==> config.mk <==
export PLATFORM = sky130hd
export DESIGN_NAME = sync_length_checksum_deframer_core
export DESIGN_NICKNAME = d
export VERILOG_FILES = /design/src/sv/sldf_pkg.sv /design/src/sv/sldf_front.sv /design/src/sv/sldf_queue.sv /design/src/sv/sldf_back.sv /design/src/sv/sync_length_checksum_deframer_core.sv
export SDC_FILE = /design/constraint.sdc
export NUM_CORES = 1
export LEC_CHECK = 0
export ABC_AREA = 0
export BUFFER_PORTS_ARGS = -buffer_cell sky130_fd_sc_hd__buf_4
export CAP_MARGIN = 30
export CORE_MARGIN = 2
export CORE_UTILIZATION = 30
export CTS_BUF_LIST = sky130_fd_sc_hd__clkbuf_8 sky130_fd_sc_hd__clkbuf_16
export DETAILED_ROUTE_END_ITERATION = 16
export PLACE_DENSITY = 0.47
export SYNTH_ARGS = -nofsm -noshare
export SYNTH_HDL_FRONTEND = slang
export SYNTH_SLANG_ARGS = --single-unit
==> constraint.sdc <==
create_clock -name clk -period 7.89 [get_ports clk]
set_input_delay 0.3945 -clock clk [delete_from_list [all_inputs] [get_ports clk]]
set_output_delay 0.3945 -clock clk [all_outputs]
set_load 0.02 [all_outputs]
==> src/sv/sldf_pkg.sv <==
package sldf_pkg;

	localparam int MAX_PAYLOAD = 28;
	localparam int LEN_W       = 5;
	localparam int IDX_W       = $clog2(MAX_PAYLOAD);
	localparam int NUM_BANKS   = 2;

	localparam logic [7:0] SYNC_A   = 8'h55;
	localparam logic [7:0] SYNC_ACK = 8'hAF;

	typedef enum logic [2:0] {
		PH_SYNC1,
		PH_SYNC2,
		PH_ID,
		PH_LEN,
		PH_DATA,
		PH_SUM
	} phase_t;

	typedef enum logic [1:0] {
		B_IDLE,
		B_FETCH,
		B_SHOW
	} bstate_t;

	// one checked frame waiting to be emitted
	typedef struct packed {
		logic [7:0]       id;
		logic             ack;
		logic [LEN_W-1:0] len;
		logic             bank;
	} desc_t;

	// payload write from the parser into the frame buffer
	typedef struct packed {
		logic             en;
		logic             bank;
		logic [IDX_W-1:0] idx;
		logic [7:0]       data;
	} wr_t;

endpackage

==> src/sv/sldf_front.sv <==
module sldf_front (
	input  logic                 clk,
	input  logic                 arst_n,
	input  logic                 in_valid,
	input  logic [7:0]           in_byte,
	input  logic                 q_full,
	output logic                 in_ready,
	output logic                 push,
	output sldf_pkg::desc_t      push_desc,
	output sldf_pkg::wr_t        wr
);
	import sldf_pkg::*;

	phase_t           phase_q, phase_d;
	logic [7:0]       sum_q;
	logic [LEN_W-1:0] fill_q;
	logic [LEN_W-1:0] len_q;
	logic [7:0]       id_q;
	logic             ack_q;
	logic             bank_q;
	logic             take;
	logic [LEN_W-1:0] fill_nx;

	assign in_ready = !q_full;
	assign take     = in_valid && in_ready;
	assign fill_nx  = fill_q + LEN_W'(1);

	// next phase
	always_comb begin
		phase_d = phase_q;
		if (take) begin
			unique case (phase_q)
				PH_SYNC1: if (in_byte == SYNC_A) phase_d = PH_SYNC2;
				PH_SYNC2: begin
					if (in_byte == SYNC_A || in_byte == SYNC_ACK) phase_d = PH_ID;
					else phase_d = PH_SYNC1;
				end
				PH_ID: phase_d = PH_LEN;
				PH_LEN: begin
					if (in_byte > 8'(MAX_PAYLOAD)) phase_d = PH_SYNC1;
					else if (in_byte == 8'd0) phase_d = PH_SUM;
					else phase_d = PH_DATA;
				end
				PH_DATA: if (fill_nx >= len_q) phase_d = PH_SUM;
				PH_SUM: phase_d = PH_SYNC1;
				default: phase_d = PH_SYNC1;
			endcase
		end
	end

	// outputs toward queue and buffer
	always_comb begin
		push           = take && (phase_q == PH_SUM) && (in_byte == sum_q);
		push_desc.id   = id_q;
		push_desc.ack  = ack_q;
		push_desc.len  = len_q;
		push_desc.bank = bank_q;
		wr.en          = take && (phase_q == PH_DATA);
		wr.bank        = bank_q;
		wr.idx         = fill_q[IDX_W-1:0];
		wr.data        = in_byte;
	end

	always_ff @(posedge clk or negedge arst_n) begin
		if (!arst_n) begin
			phase_q <= PH_SYNC1;
			sum_q   <= '0;
			fill_q  <= '0;
			len_q   <= '0;
			id_q    <= '0;
			ack_q   <= 1'b0;
			bank_q  <= 1'b0;
		end else begin
			phase_q <= phase_d;
			if (push) bank_q <= !bank_q;
			if (take) begin
				unique case (phase_q)
					PH_SYNC1: if (in_byte == SYNC_A) sum_q <= in_byte;
					PH_SYNC2: begin
						if (in_byte == SYNC_A || in_byte == SYNC_ACK) begin
							ack_q <= (in_byte == SYNC_ACK);
							sum_q <= sum_q + in_byte;
						end
					end
					PH_ID: begin
						id_q  <= in_byte;
						sum_q <= sum_q + in_byte;
					end
					PH_LEN: begin
						if (in_byte <= 8'(MAX_PAYLOAD)) begin
							len_q  <= in_byte[LEN_W-1:0];
							fill_q <= '0;
							sum_q  <= sum_q + in_byte;
						end
					end
					PH_DATA: begin
						fill_q <= fill_nx;
						sum_q  <= sum_q + in_byte;
					end
					default: ;
				endcase
			end
		end
	end

endmodule

==> src/sv/sldf_queue.sv <==
module sldf_queue (
	input  logic            clk,
	input  logic            arst_n,
	input  logic            push,
	input  sldf_pkg::desc_t push_desc,
	input  logic            pop,
	output logic            full,
	output logic            not_empty,
	output sldf_pkg::desc_t head
);
	import sldf_pkg::*;

	// one entry per buffer bank; an entry is released after its last result
	desc_t      ent_q [NUM_BANKS];
	logic       wp_q, rp_q;
	logic [1:0] cnt_q;

	assign full      = (cnt_q == 2'(NUM_BANKS));
	assign not_empty = (cnt_q != 2'd0);
	assign head      = ent_q[rp_q];

	always_ff @(posedge clk) begin
		if (push) ent_q[wp_q] <= push_desc;
	end

	always_ff @(posedge clk or negedge arst_n) begin
		if (!arst_n) begin
			wp_q  <= 1'b0;
			rp_q  <= 1'b0;
			cnt_q <= '0;
		end else begin
			if (push) wp_q <= !wp_q;
			if (pop) rp_q <= !rp_q;
			unique case ({push, pop})
				2'b10:   cnt_q <= cnt_q + 2'd1;
				2'b01:   cnt_q <= cnt_q - 2'd1;
				default: cnt_q <= cnt_q;
			endcase
		end
	end

endmodule

==> src/sv/sldf_back.sv <==
module sldf_back (
	input  logic                      clk,
	input  logic                      arst_n,
	input  sldf_pkg::wr_t             wr,
	input  logic                      q_not_empty,
	input  sldf_pkg::desc_t           head,
	output logic                      pop,
	output logic                      out_valid,
	input  logic                      out_ready,
	output logic [7:0]                out_id,
	output logic                      out_ack,
	output logic [sldf_pkg::LEN_W-1:0] out_len,
	output logic [sldf_pkg::LEN_W-1:0] out_idx,
	output logic [7:0]                out_data,
	output logic                      out_last
);
	import sldf_pkg::*;

	logic [7:0] mem [NUM_BANKS][MAX_PAYLOAD];
	logic [7:0] rdata_q;

	bstate_t          st_q, st_d;
	logic [LEN_W-1:0] idx_q;
	logic [LEN_W-1:0] idx_nx;
	logic             rd_en;
	logic [IDX_W-1:0] rd_idx;
	logic             shown;
	logic             start;
	logic             start_empty;

	assign idx_nx      = idx_q + LEN_W'(1);
	assign shown       = (st_q == B_SHOW) && out_ready;
	assign start       = (st_q == B_IDLE) && q_not_empty;
	assign start_empty = start && (head.len == '0);

	// next state
	always_comb begin
		st_d = st_q;
		unique case (st_q)
			B_IDLE: begin
				if (start_empty) st_d = B_SHOW;
				else if (start) st_d = B_FETCH;
			end
			B_FETCH: st_d = B_SHOW;
			B_SHOW: begin
				if (out_ready) st_d = out_last ? B_IDLE : B_FETCH;
			end
			default: st_d = B_IDLE;
		endcase
	end

	// read port control
	always_comb begin
		out_valid = (st_q == B_SHOW);
		pop       = shown && out_last;
		rd_en     = (start && !start_empty) || (shown && !out_last);
		rd_idx    = (st_q == B_IDLE) ? '0 : idx_nx[IDX_W-1:0];
	end

	always_ff @(posedge clk) begin
		if (wr.en) mem[wr.bank][wr.idx] <= wr.data;
		if (rd_en) rdata_q <= mem[head.bank][rd_idx];
	end

	// result register
	always_ff @(posedge clk) begin
		if (start) begin
			out_id  <= head.id;
			out_ack <= head.ack;
			out_len <= head.len;
			out_idx <= '0;
		end
		if (start_empty) begin
			out_data <= '0;
			out_last <= 1'b1;
		end
		if (st_q == B_FETCH) begin
			out_idx  <= idx_q;
			out_data <= rdata_q;
			out_last <= (idx_nx == out_len);
		end
	end

	always_ff @(posedge clk or negedge arst_n) begin
		if (!arst_n) begin
			st_q  <= B_IDLE;
			idx_q <= '0;
		end else begin
			st_q <= st_d;
			if (start) idx_q <= '0;
			else if (shown) idx_q <= idx_nx;
		end
	end

endmodule

==> src/sv/sync_length_checksum_deframer_core.sv <==
// Channel  Dir  Signals                     Request contents
// s_axis   in   tvalid tready tdata[7:0]    rx_byte
// m_axis   out  tvalid tready tdata[31:0]   msg_id, payload_len, byte_index, data_byte
//                      tuser[0] tlast        is_ack; last result of the frame
//
// Input: one byte per cycle while a buffer bank is free; tready drops only when
// both payload banks hold checked frames that are not yet fully drained.
// Output: each payload result passes a buffer read, then the result register, and
// the next read waits until that result is taken; an empty frame gives one result.
// Reset clears parser, queue and drain state; the payload buffer is not cleared
// and needs no clearing pass, since every emitted byte was written in its frame.
// A stalled output never blocks the parser unless both banks are occupied.
module sync_length_checksum_deframer_core (
	input  logic        clk,
	input  logic        arst_n,
	input  logic        s_axis_tvalid,
	output logic        s_axis_tready,
	input  logic [7:0]  s_axis_tdata,   // [7:0] rx_byte
	output logic        m_axis_tvalid,
	input  logic        m_axis_tready,
	// [7:0] msg_id, [12:8] payload_len, [17:13] byte_index, [25:18] data_byte, rest 0
	output logic [31:0] m_axis_tdata,
	output logic        m_axis_tuser,   // [0] is_ack
	output logic        m_axis_tlast
);
	import sldf_pkg::*;

	logic             q_full;
	logic             q_not_empty;
	logic             push;
	logic             pop;
	desc_t            push_desc;
	desc_t            head;
	wr_t              wr;
	logic [7:0]       msg_id;
	logic             is_ack;
	logic [LEN_W-1:0] payload_len;
	logic [LEN_W-1:0] byte_index;
	logic [7:0]       data_byte;

	// front: sync hunt, header checks, running checksum, payload capture
	sldf_front u_front (
		.clk       (clk),
		.arst_n    (arst_n),
		.in_valid  (s_axis_tvalid),
		.in_byte   (s_axis_tdata),
		.q_full    (q_full),
		.in_ready  (s_axis_tready),
		.push      (push),
		.push_desc (push_desc),
		.wr        (wr)
	);

	// checked frames waiting to drain, one per bank
	sldf_queue u_queue (
		.clk       (clk),
		.arst_n    (arst_n),
		.push      (push),
		.push_desc (push_desc),
		.pop       (pop),
		.full      (q_full),
		.not_empty (q_not_empty),
		.head      (head)
	);

	// back: payload buffer and per-byte result run
	sldf_back u_back (
		.clk         (clk),
		.arst_n      (arst_n),
		.wr          (wr),
		.q_not_empty (q_not_empty),
		.head        (head),
		.pop         (pop),
		.out_valid   (m_axis_tvalid),
		.out_ready   (m_axis_tready),
		.out_id      (msg_id),
		.out_ack     (is_ack),
		.out_len     (payload_len),
		.out_idx     (byte_index),
		.out_data    (data_byte),
		.out_last    (m_axis_tlast)
	);

	assign m_axis_tdata = {6'd0, data_byte, byte_index, payload_len, msg_id};
	assign m_axis_tuser = is_ack;

endmodule

# Word-level counts from Yosys, hierarchy flattened
# Memory sizes are Yosys's and may differ from the RTL's.
# Cells that the tools add are included.
# word_totals
mem_count	2
elab_cells	128
inputBits	12
output_inout_bits	36
reg_bits	78
ramBits	478
# classes
n_lt_le_gt_ge	6
n_addsub	5
reduce_logical	38
n_bitwise	2
eq_ne	20
muxes	36
# mem_list
memory	words	word_bits	rd	rd_ports_with_merged_regs	wr	line_no	source
u_back.mem	2	224	1	0	1	sldf_back.sv:19	logic [7:0] mem [NUM_BANKS][MAX_PAYLOAD];
u_queue.ent_q	2	15	1	0	1	sldf_queue.sv:14	desc_t ent_q [NUM_BANKS];
# op_table
cell	count
224-bit two-way mux	1
8-bit two-way mux	8
8-bit binary-select mux with 5-bit select	1
8-bit demux with 5-bit select	1
8-bit one-hot mux with 4 select lines	1
5-bit two-way mux	6
3-bit one-hot mux with 5 select lines	1
6-bit >= comparator (second input constant)	2
5-bit inverter with 6-bit output	2
3-bit AND reduction	4
2-bit nonzero test	6
1-bit logical AND	11
5-bit by 1-bit adder with 5-bit output (second input constant)	2
2-bit by 1-bit inequality test with 1-bit output (second input constant)	5
5-bit one-hot mux with 2 select lines	1
3-bit two-way mux	3
8-bit adder	1
8-bit by 7-bit equality test with 1-bit output (second input constant)	1
8-bit equality test	1
8-bit equality test (second input constant)	1
8-bit by 5-bit greater-than comparator with 1-bit output (second input constant)	1
8-bit by 5-bit less-or-equal comparator with 1-bit output (second input constant)	1
8-bit zero test	1
2-bit two-way mux	4
23 further kinds	41

# Longest topological paths before layout
# Gate-level depths: netlist (run 1).
# depth
ltp_word	7
ltp_mapped	10
depth_no_buf	9

# Modules after synthesis
# From an unflattened synthesis (run 1), not the netlist that was laid out.
# unflattened
cells_unflattened	1387
area_unflattened_um2	23003.3
# by_module_without_submodules
module	seq_area_each_um2	area_per_inst_um2	n_inst	cells_per_inst
sldf_back	14709.1	19618.8	1	1107
sldf_front	775.7	2014.4	1	210
sldf_queue	1001.0	1321.3	1	63
sync_length_checksum_deframer_core	0.0	48.8	1	7

# Worst setup path before layout (run 1)
# No wires, ideal clock.
# synth_path
path_kind	input to register
from	in s_axis_tdata[3]
to	mem u_queue.ent_q[0][0] (netlist name) (enable)
path_stages	6
setup_ns	0.386
path_buffers	0
setup_slack_ns	5.277
required_time_ns	7.504
arrival_ns	2.227
cell_sequence	ha_1 nor4b_1 nand2_1 nor3_1 inv_1 nor2_1
# synth_via
elab_chain_len	4
# synth_lines
item	line_no	source
start: declaration	sync_length_checksum_deframer_core.sv:18	input logic [7:0] s_axis_tdata,
8-bit equality test	sldf_front.sv:53	push = take && (phase_q == PH_SUM) && (in_byte == sum_q);
1-bit logical AND	sldf_front.sv:53	
1-bit two-way mux	sldf_queue.sv:23	if (push) ent_q[wp_q] <= push_desc;
1-bit two-way mux (implied by the code)	sldf_queue.sv:23	
end: declaration	sldf_queue.sv:14	
# No other way between the ends.

# Worst setup path in the final report (run 1)
# layout_path
from	reg u_queue.rp_q
to	reg u_back.rdata_q[4] (data pin)
# layout_via
elab_chain_len	5
# layout_lines
item	line_no	source
start: declaration	sldf_queue.sv:15	logic wp_q, rp_q;
start signal: assignment	sldf_queue.sv:33	if (pop) rp_q <= !rp_q;
memory read 2 x 15 bit	--	
memory read 2 x 224 bit	--	
8-bit binary-select mux with 5-bit select	sldf_back.sv:62	if (rd_en) rdata_q <= mem[head.bank][rd_idx];
8-bit two-way mux (implied by the code) (2 in series)	sldf_back.sv:62	
end signal: assignment	sldf_back.sv:62	
end: declaration	sldf_back.sv:20	logic [7:0] rdata_q;
# No other way between the ends. The select of a mux whose other input is x is not followed.
# A chain may end at the register's enable or synchronous reset.

==> out/qor.csv, run 1 <==
metric,value,unit
final.fill_count,7079,
num_rows,100,
ys_seq_elements,556,
cts_root_buf,clkbuf_16,
grt_pass1_wl,84780,microns
arrival,4.47,ns
final.setup.tns,0,ns
setup_slack,3.770,ns
cpMaxStageDelayCell,dfrtp_1,
setup_viol,0,
antenna_found_initial,0,
routed_wl,57610,microns
drive_above_1_share,16.80,%
vias,12120,
globalRouteTotalUtil,14.82,%
worst-path-max-fanout,48,
final_nets,1466,
crit_buf_inv,2,
min_period,4.120,ns
critPathKind,reg -> reg,
worstPathRequired,8.24,ns
synth_warnings,0,
path_clk_slew,0.06,ns
worst-path-stages,8,
min_delay_path_depth,3,
vias_per_cell,4.939,
ys.flop_type,edfxtp_1,
reg2regPathDepth,8,
crit_top_cell,buf_4,
cts_tree,yes,
instances_no_fill,2453,
hold_buffers,1,
start_kind,flip-flop,
port_buffers,41,
ant_nets,0,
netlist_instances,1374,
maxCapViolCount,0,
clockBufferDepth,3,
synth_area_per_cell,16.38,sq um
clock_latency,0.61,ns
area_growth,14.73,%
drcViolationCount,0,
synth_edf_count,514,
die_w,277.9,microns
synth_cell_types,68,
worst_hold_path.endpoint,u_back.st_q[1],
core,0.07432,sq mm
wl_per_cell,23.48,microns
post_cts_buffers,0,
post-place-cells,2339,
cts_resized,0,
skew,0.02167,ns
path_cells,"mux2i_4, buf_4, buf_4, or4_1, o22ai_1, a2111oi_0, o21ai_1, a2111o_1",
timing.rr.start,u_queue.rp_q,
r2r-end,u_back.rdata_q[4],
drtIter0Drc,973,
cpPeakStageDelay,0.90,ns
r2r_slack,3.77,ns
fmax,242.7,MHz
grt_pass1_vias,12210,
hp-start,m_axis_tready,
dp_slack,3.711,ns
rsz0062_at_grt,false,
relSlewSlack,31.43,%
fin_hold_ws,0.07632,ns
hold_viol,0,
status,completed,
p_per_area,306.6,mW/mm^2
maxSlewViolCount,0,
worstHoldPathType,in -> reg,
firstDrtPassIters,5,
crit_path_start,u_queue.rp_q,
worst_slew_pin_slew,1.025,ns
dp_hpwl,36400,microns
gp_congestion,0.8300,
grt_max_degree,65,
synthArstFlopShare,7.554,%
ir_worst_vdd,169.9,uV
synth-seq-area-share,73.27,%
start_util,30.28,%
die_h,277.9,microns
leakage,0.008776,uW
syn_area,0.02250,sq mm
cp_top_family,buffers and inverters,
fin_crit_sh,52.22,%
io_pins,48,
overflow,0,
htree_levels,2,
cts.sinks,556,
die_area,0.07721,sq mm
numCtsBuffers,59,
crit_path_end_kind,flip-flop,
==> worst register-to-register path: stages (launching register included) <==
cell and delay, ns:
dfrtp_1 0.90, mux2i_4 0.33, buf_4 0.62, buf_4 0.56, or4_1 0.34, o22ai_1 0.10
a2111oi_0 0.38, o21ai_1 0.19, a2111o_1 0.44
==> layout make-up <==
class	count	area, sq um	area share (%)
repair buffers	68	519.2	2.011
inverters	13	48.80	0.1890
flip-flops and latches	556	16490	63.86
clock inverters	46	362.8	1.406
clock buffers	62	1518	5.879
diodes	2	5.005	0.01939
well taps	969	1212	4.696
multi-input cells	737	5663	21.94
==> cells by family (layout without fill, tap and decap cells) <==
family          Yosys count  count (layout)  share of synthesized area (%)
other cells               1               8                        0.01667
compound gates          182             182                          5.477
xor+xnor                 26              26                          1.045
buf+inv                  86             189                          1.735
simple gates            351             351                          6.962
mux                     153             153                          10.41
fa+ha+maj                19              19                          1.090
flops                   556             556                          73.27
==> power by group <==
part | leakage, uW | switching (uW) | internal (uW)
registers | 0.00515 | 136 | 3390
clock network | 0.000977 | 1130 | 1570
logic | 0.00265 | 1050 | 647
==> worst max path at each step <==
stage | to | slack [ns]
floorplan | u_queue.ent_q[0][0] | 5.28
global placement | u_back.rdata_q[4] | 3.75
detailed placement | u_back.rdata_q[4] | 3.71
CTS | u_back.rdata_q[4] | 3.69
global route | u_back.rdata_q[0] | 3.36
finish | u_back.rdata_q[4] | 3.77
==> synthesized netlist by cell type (17+ instances only) <==
| library cell | number | area, sq um |
|---|---|---|
| clkbuf_1 | 35 | 131.4 |
| o22ai_1 | 17 | 106.4 |
| nor2_1 | 93 | 349.1 |
| o21ai_0 | 28 | 140.1 |
| dfrtp_1 | 42 | 1051 |
| buf_2 | 24 | 120.1 |
| nand3_1 | 32 | 160.2 |
| mux2i_1 | 66 | 660.6 |
| and2_1 | 17 | 106.4 |
| edfxtp_1 | 514 | 15430 |
| mux4_2 | 62 | 1396 |
| mux2_2 | 24 | 270.3 |
| a21oi_1 | 50 | 250.2 |
| ha_1 | 18 | 225.2 |
| nand2_1 | 150 | 563.0 |
==> layout by cell type (no fill, tap or decap), drive strengths merged, types with 6 or more instances in the layout <==
| cell | count |
|---|---|
| edfxtp | 514 |
| nand2 | 150 |
| nor2 | 93 |
| buf | 66 |
| mux2i | 66 |
| clkbuf | 63 |
| mux4 | 62 |
| a21oi | 50 |
| dfrtp | 42 |
| o21ai | 33 |
| nand3 | 32 |
| clkinv | 27 |
| inv | 25 |
| mux2 | 25 |
| ha | 18 |
| o22ai | 17 |
| and2 | 17 |
| nor3 | 16 |
| xor2 | 14 |
| a32oi | 12 |
| xnor2 | 12 |
| a22oi | 8 |
| nor2b | 8 |
| a211oi | 7 |
| a21o | 6 |
| conb | 6 |
| bufinv | 6 |
==> layer usage <==
layer / part of all wire (%) / vias to the layer above / wire length (microns) / GRT usage, %
met3: 5.1 / 86 / 2930 / 2.662
li1: - / 5441 / - / -
met5: 0 / - / 0 / 0
met2: 49 / 307 / 28500 / 24.82
met4: 2.3 / 0 / 1343 / 3.964
met1: 43 / 6281 / 24830 / 19.81
==> registers in the layout (all words and copies together) (netlist names), 2 cells and up <==
name	cells
u_back.mem	448
u_queue.ent_q	30
u_back.out_data	8
u_back.out_id	8
u_back.rdata_q	8
u_front.id_q	8
u_front.sum_q	8
u_back.idx_q	5
u_back.out_idx	5
u_back.out_len	5
u_front.fill_q	5
u_front.len_q	5
u_front.phase_q	3
u_back.st_q	2
u_queue.cnt_q	2
==> stage by stage <==
step / utilization [%] / cell area, sq um / total power (uW)
CTS: 34.69 / 25780 / 8013
finish: 34.74 / 25820 / 7915
global placement: 32.12 / 23870 / 5299
floorplan: - / 22520 / 4624
global route: 34.73 / 25810 / 8230
detailed placement: 32.15 / 23890 / 5306
(Power assumes the default switching activity.)
==> run 2: changes to the inputs <==
==> constraint.sdc (replaced) <==
create_clock -name clk -period 4.1 [get_ports clk]
set_input_delay 0.205 -clock clk [delete_from_list [all_inputs] [get_ports clk]]
set_output_delay 0.205 -clock clk [all_outputs]
set_load 0.02 [all_outputs]
==> out/qor.csv, run 2 (same netlist as run 1, synthesis figures left out) <==
metric,value,unit
status,completed,
p_per_area,583.3,mW/mm^2
setup_slack,0.9420,ns
reg2regPathDepth,7,
combPwrFrac,21.8,%
top_regs,"u_back.mem: 448 flops, u_queue.ent_q: 30 flops",
final_util,35.22,%
numCtsBuffers,60,
largest_reg_flops,448,
timing.rr.start,u_queue.rp_q,
drive_above_1_share,18.20,%
clockPowerShare,34.3,%
start_util,30.28,%
maxCapViolCount,0,
final.setup.tns,0,ns
crit_path_end_kind,flip-flop,
firstDrtPassIters,5,
core,0.07432,sq mm
hp-start,s_axis_tvalid,
worst-path-max-fanout,24,
regMostFlops,u_back.mem,
switching_share,28.90,%
hold_viol,0,
cts.sinks,556,
mostFrequentLayoutCells,"edfxtp_1 (514), nand2_1 (150), buf_4 (94)",
internal_power,10850,uW
port_buffers,41,
critPathKind,reg -> reg,
clockBufferDepth,3,
seqCellArea,0.01649,sq mm
dp_hpwl,37230,microns
cts_resized,0,
drcViolationCount,0,
num_rows,100,
leakage,0.009004,uW
die_w,277.9,microns
worst_hold_path.endpoint,u_front.fill_q[3],
seqPwrFrac,44.0,%
power_switching,4413,uW
r2r_slack,0.94,ns
antenna_found_initial,1,
min_delay_path_depth,4,
rsz0062_at_grt,false,
ant_nets,0,
die_area,0.07721,sq mm
worstPathRequired,4.53,ns
final_nets,1505,
clock_latency,0.63,ns
arrival,3.59,ns
cpPeakStageDelay,0.60,ns
final_common_cell,edfxtp_1,
io_pins,48,
grt_max_degree,60,
globalRouteTotalUtil,14.99,%
dp_slack,0.9719,ns
min_period,3.158,ns
vias_per_cell,4.886,
setup_viol,0,
grt_pass1_wl,85680,microns
cts_tree,yes,
post_cts_buffers,0,
drtIter0Drc,1020,
r2r-end,u_back.rdata_q[6],
worstHoldPathType,in -> reg,
cts_root_buf,clkbuf_16,
fmax,316.7,MHz
area_growth,16.33,%
cpMaxStageDelayCell,or4_1,
multi_input_area,0.005663,sq mm
routed_wl,57540,microns
relSlewSlack,39.42,%
path_cells,"mux2_4, buf_12, or4_1, o22ai_1, a211oi_1, a2111o_1, o2111ai_1",
vias,12180,
grt_pass1_vias,12450,
path_clk_slew,0.06,ns
start_kind,flip-flop,
ir_worst_vdd,337.3,uV
fin_crit_sh,77.03,%
skew,0.03184,ns
htree_levels,2,
wl_per_cell,23.09,microns
gp_congestion,0.8564,
die_h,277.9,microns
final.fill_count,7109,
worst_slew_pin_slew,0.9054,ns
overflow,0,
maxSlewViolCount,0,
run 2: cell types whose count changed in the layout (fill, tap and decap cells not counted), sizes merged:
cell	delta
dlygate4sd3	+8
clkinv	-2
buf	+31
inv	+4
bufinv	-1
diode	-1
run 2: area by class of cell:
cell class | instances | share of cell area, %
diodes | 1 | 0.009560
clock buffers | 63 | 5.980
clock inverters | 47 | 1.305
well taps | 969 | 4.632
repair buffers | 106 | 3.269
flip-flops and latches | 556 | 62.98
multi-input cells | 737 | 21.63
inverters | 13 | 0.1864
run 2: layer usage:
layer / share of wire [%] / track usage [%] / wire, microns / vias to the layer above
met5: 0 / 0 / 0 / -
met4: 2.3 / 4.089 / 1323 / 0
met3: 4.7 / 2.628 / 2731 / 80
met2: 48 / 24.84 / 27810 / 297
met1: 45 / 20.29 / 25670 / 6282
li1: - / - / - / 5517
run 2: what timing repair did:
action / in CTS / in global routing
endpoints found under the setup margin: 0 / 0
hold buffers: 9 / 0
endpoints found under the hold margin: 88 / 0
run 2: critical path, delay by kind of cell (launching register included):
family / cells / cell delay (ns)
buffers and inverters: 1 / 0.26
flip-flops: 1 / 0.43
multiplexers: 1 / 0.51
AND/OR/NAND/NOR: 1 / 0.60
AO/OA/AOI/OAI: 4 / 1.10
run 2: how the worst max path moves through the flow:
stage                     depth (start not counted)  slack (ns)                from                   to
after global placement                            6        0.99  u_front.phase_q[0]    u_back.mem[1][14]
after global routing                              6        0.73  u_front.phase_q[0]    u_back.mem[1][13]
final                                             7        0.94        u_queue.rp_q    u_back.rdata_q[6]
after CTS                                         7        0.94        u_queue.rp_q    u_back.rdata_q[6]
after detailed placement                          7        0.97     u_back.idx_q[1]    u_back.rdata_q[6]
after floorplan                                   7        1.50    u_queue.cnt_q[0]  u_queue.ent_q[0][0]
run 2: power by group through the flow:
stage	combinational (uW)	sequential, uW	clock (uW)
after floorplan	2040	6860	0
final	3320	6710	5230
after detailed placement	3370	6840	0
after global routing	3600	6730	5580
after CTS	3380	6720	5360
after global placement	3350	6830	0
run 2: metrics by stage:
stage | std cells | cell area [sq um] | power [uW] | hold slack [ns]
floorplan | 1379 | 22520 | 8898 | -0.09059
global placement | 2371 | 24170 | 10170 | 0.2593
detailed placement | 2372 | 24180 | 10200 | 0.2616
CTS | 2491 | 26170 | 15470 | 0.05501
global route | 2491 | 26170 | 15920 | 0.07287
finish | 2492 | 26180 | 15270 | 0.08127
